## src/rtl/rect_atlas_allocator_defines.svh

```systemverilog
// Assertion macros shared by the rect atlas allocator RTL.
// No dependencies; included by files that carry assertions.
`ifndef RECT_ATLAS_ALLOCATOR_DEFINES_SVH
`define RECT_ATLAS_ALLOCATOR_DEFINES_SVH

// same-cycle implication
`define RAA_ASSERT_IMP(lbl, ck, rn, ante, cons, msg) \
    lbl: assert property (@(posedge ck) disable iff (!rn) (ante) |-> (cons)) \
        else $error(msg);

// next-cycle implication
`define RAA_ASSERT_NXT(lbl, ck, rn, ante, cons, msg) \
    lbl: assert property (@(posedge ck) disable iff (!rn) (ante) |=> (cons)) \
        else $error(msg);

`endif

```

## src/rtl/raa_pkg.sv

```systemverilog
// Shared constants and types of the rect atlas allocator.
// No dependencies.
package raa_pkg;

    localparam int DIM_W          = 13;
    localparam int CFG_IDX_W      = 2;
    localparam int DEF_MAX_FREE   = 64;
    localparam int DEF_COORD_BITS = 12;

    localparam logic [DIM_W-1:0] ATLAS_RESET = 13'd1024;

    localparam logic CMD_ALLOC = 1'b0;
    localparam logic CMD_CLEAR = 1'b1;

    localparam logic [CFG_IDX_W-1:0] REG_ATLAS_W = 2'd0;
    localparam logic [CFG_IDX_W-1:0] REG_ATLAS_H = 2'd1;

    typedef enum logic [1:0] {
        STAT_OK    = 2'd0,
        STAT_NOFIT = 2'd1,
        STAT_FULL  = 2'd2
    } status_t;

endpackage

```

## src/rtl/raa_mul.sv

```systemverilog
// Shared unsigned multiplier with registered product.
// Depends on raa_pkg.
module raa_mul import raa_pkg::*; #(
    parameter int W = DIM_W
) (
    input  logic           clk,
    input  logic           en,
    input  logic [W-1:0]   a,
    input  logic [W-1:0]   b,
    output logic [2*W-1:0] p
);

    always_ff @(posedge clk)
    begin
        if (en)
        begin
            p <= a * b;
        end
    end

endmodule

```

## config.mk

```make
export PLATFORM = sky130hd
export DESIGN_NAME = raa_mul
export DESIGN_NICKNAME = d
export VERILOG_FILES = /design/src/rtl/rect_atlas_allocator_defines.svh /design/src/rtl/raa_pkg.sv /design/src/rtl/raa_mul.sv
export SDC_FILE = /design/constraint.sdc
export NUM_CORES = 1
export LEC_CHECK = 0
export BUFFER_PORTS_ARGS = -buffer_cell sky130_fd_sc_hd__clkbuf_2
export CAP_MARGIN = 25
export CELL_PAD_IN_SITES_DETAIL_PLACEMENT = 1
export CELL_PAD_IN_SITES_GLOBAL_PLACEMENT = 2
export CORE_MARGIN = 3
export CORE_UTILIZATION = 36
export CTS_CLUSTER_SIZE = 8
export DETAILED_ROUTE_END_ITERATION = 8
export HOLD_SLACK_MARGIN = 0.15
export PLACE_DENSITY_LB_ADDON = 0.1
export SLEW_MARGIN = 30
export SYNTH_ARGS = -nofsm -noshare
export SYNTH_HDL_FRONTEND = slang
export SYNTH_SLANG_ARGS = --single-unit
```

## constraint.sdc

```tcl
create_clock -name clk -period 5.7 [get_ports clk]
set_input_delay 1.425 -clock clk [delete_from_list [all_inputs] [get_ports clk]]
set_output_delay 1.425 -clock clk [all_outputs]
set_load 0.01 [all_outputs]
```

==> impl_metrics.json <==
{
  "status": "finished with violations",
  "violations": "negative setup slack",
  "fillCellCount": 2059,
  "yosys_warnings": 0,
  "clock-root-buffer": "clkbuf_16",
  "grt_start_max_net_pins": 27,
  "yosysUniqueCellTypes": 44,
  "synth_nets": 929,
  "netlist_area_mm2": 0.00652,
  "vias": 5116,
  "slew_violations": 0,
  "crit_slowest_cell": "fa_1",
  "cts.sinks": 26,
  "grt_pass1_wl_um": 28200,
  "nets": 1075,
  "cp_common_cell": "fa_1",
  "ir_drop_mv": 0.409,
  "largest_reg_flops": 26,
  "numCtsBuffers": 3,
  "reg_top3": "p (26)",
  "routed_via_density": 4.74,
  "critPathCaptureType": "flip-flop",
  "worst_slack_ns": -0.00600,
  "ys.flop_type": "edfxtp_1",
  "area_delta_synth_final_pct": 26.9,
  "synth_top_area_share": 0.372,
  "place_area_mm2": 0.00789,
  "hp-class": "in2reg",
  "cts_tree": "yes",
  "worstPathRequired_ns": 5.72,
  "grt_overflow": 0,
  "start_util": 0.372,
  "timing.hold.ws_ns": 1.64,
  "grt_pass1_vias": 5730,
  "hold_depth": 3,
  "drt-total-wl_um": 16800,
  "ant_nets": 0,
  "route.met2.wl_um": 9500,
  "setup_viol": 2,
  "wl_met1_um": 6870,
  "dpl.hpwl_um": 14900,
  "yosysMostFrequentCell": "inv_1",
  "crit_chain": "clkbuf_8, and2_4, fa_1, inv_1, fa_1, inv_1, fa_1, fa_1, inv_1, fa_1, inv_2, ha_4, and3_4, and2_4, a22o_4, a211oi_4, o21ai_1, xor2_1",
  "wl_met3_um": 275,
  "cap_viol_max_count": 0,
  "synth_area_leader_cell": "fa_1",
  "stdcell_area_mm2": 0.00827,
  "postSynthCellCount": 709,
  "async_reset_ff_frac": 0,
  "synth_edf_count": 26,
  "pwr_density_cell_mw_per_mm2": 613,
  "fp.coreArea_mm2": 0.0175,
  "top_register": "p",
  "cts_htree_levels": 1,
  "post-route-period-util": 1.00,
  "die_x_um": 141,
  "crit_family": "adder cells",
  "gr-usage-all-layers": 0.176,
  "gp_congestion": 0.893,
  "first_iter_violations": 128,
  "port_buffers": 53,
  "row_count": 48,
  "grt_antenna_before_repair": 0,
  "rsz0062_at_grt": "true",
  "ys_seq_elements": 26,
  "cts.path.max_buffers": 2,
  "wl_per_cell_um": 15.5,
  "path_buf_inv": 5,
  "remaining_drc_errors": 0,
  "dieHeight_um": 141,
  "yosys-top-cells-count": "inv_1, fa_1, nand2_1",
  "num_antenna_cells": 0,
  "p_leak_nw": 4.28,
  "synth_seq_area_share": 0.120,
  "synthTopCellsByArea": "fa_1, ha_1, edfxtp_1",
  "finalSetupTns_ns": -0.00742,
  "ios": 54,
  "maxUsedRoutingLayer": "met4",
  "synth.avg_cell_area_um2": 9.19,
  "max_freq_mhz": 175,
  "drive_gt1_frac": 0.267,
  "relSlewSlack": 0.544,
  "ctsHoldBuffers": 0,
  "startpoint_type": "primary input",
  "multiInputGateArea_mm2": 0.00515,
  "max_stage_delay_ns": 0.54,
  "cp_max_fo": 8,
  "arrival_ns": 5.72,
  "fin_crit_ns": 5.71,
  "regArea_um2": 781,
  "tightestPinTransition_ns": 0.684,
  "worst-path-stages": 18,
  "path_class": "in2reg",
  "cts.clk_slew.worst_paths_ns": 0.06,
  "firstDrtPassIters": 4,
  "die_area_mm2": 0.0198,
  "hold_viol": 0
}
[path summary, 6_finish.rpt]
check | slack, ns | from | end
worst min-delay path | 1.64 | b[1] | p[1]
worst max-delay path | -0.006 | a[8] | p[20]
[repair_timing]
item | 4_1_cts | 5_1_grt
cloned | 0 | 1
resized for setup | 58 | 5
pin swaps | 11 | 1
setup buffers | 3 | 0
endpoints found under the setup margin | 14 | 14
[layout by cell type, fill, tap and decap left out, types with 6 or more instances in the layout]
master / n
inv_1: 169
fa_1: 118
buf_4: 114
nand2_1: 89
and2_1: 75
ha_1: 63
clkbuf_2: 36
edfxtp_1: 26
a21oi_1: 14
and2_4: 12
xnor2_1: 12
clkbuf_8: 12
nand3_1: 9
a21o_1: 6
nor2_1: 6
xor2_1: 6
ha_4: 6
clkbuf_16: 6
[metrics by stage]
| step | power (mW) | instances | setup WS, ns | utilization |
|---|---|---|---|---|
| floorplan | 3.08 | 709 | -0.176 | - |
| global placement | 4.59 | 1071 | -0.444 | 0.450 |
| detailed placement | 4.67 | 1071 | -0.557 | 0.450 |
| CTS | 5.12 | 1078 | -0.0362 | 0.470 |
| global route | 5.62 | 1079 | -0.196 | 0.472 |
| finish | 5.07 | 1079 | -0.00600 | 0.472 |
[worst min-delay path, delay by kind of cell]
kind	cells	cell delay (ns)
buffers and inverters	1	0.11
AND/OR/NAND/NOR	1	0.14
adder cells (fa/ha/maj)	1	0.12
[power by group]
part           total [mW]  leakage, nW  internal, mW  switching, mW
combinational        4.44         3.98          2.26           2.18
clock               0.159       0.0385        0.0941         0.0649
sequential          0.472        0.254         0.451         0.0212
total                5.07         4.28          2.81           2.26
[routing by layer]
layer / up-vias / global-route usage
met5: - / 0
met4: 0 / 0.0194
met3: 8 / 0.0154
met2: 42 / 0.343
met1: 2648 / 0.218
li1: 2418 / -
[logic make-up (layout without fill, tap and decap cells)]
family                     after synthesis  count (layout)  synth area share
and+or+nand+nor                        213             213             0.165
AOI/OAI and AO/OA                       58              58            0.0647
adders and majority gates              192             192             0.508
xor gates and xnor gates                18              18            0.0242
buffers and inverters                  202             347             0.119
DFF                                     26              26             0.120
[layout make-up]
cell class              count  area share
repair buffers            169       0.160
inverters                 174      0.0790
flip-flops and latches     26      0.0944
well taps                 225      0.0340
multi-input cells         481       0.623
clock inverters             1    0.000454
clock buffers               3     0.00908
No activity file was read; power rests on OpenSTA's default activity.
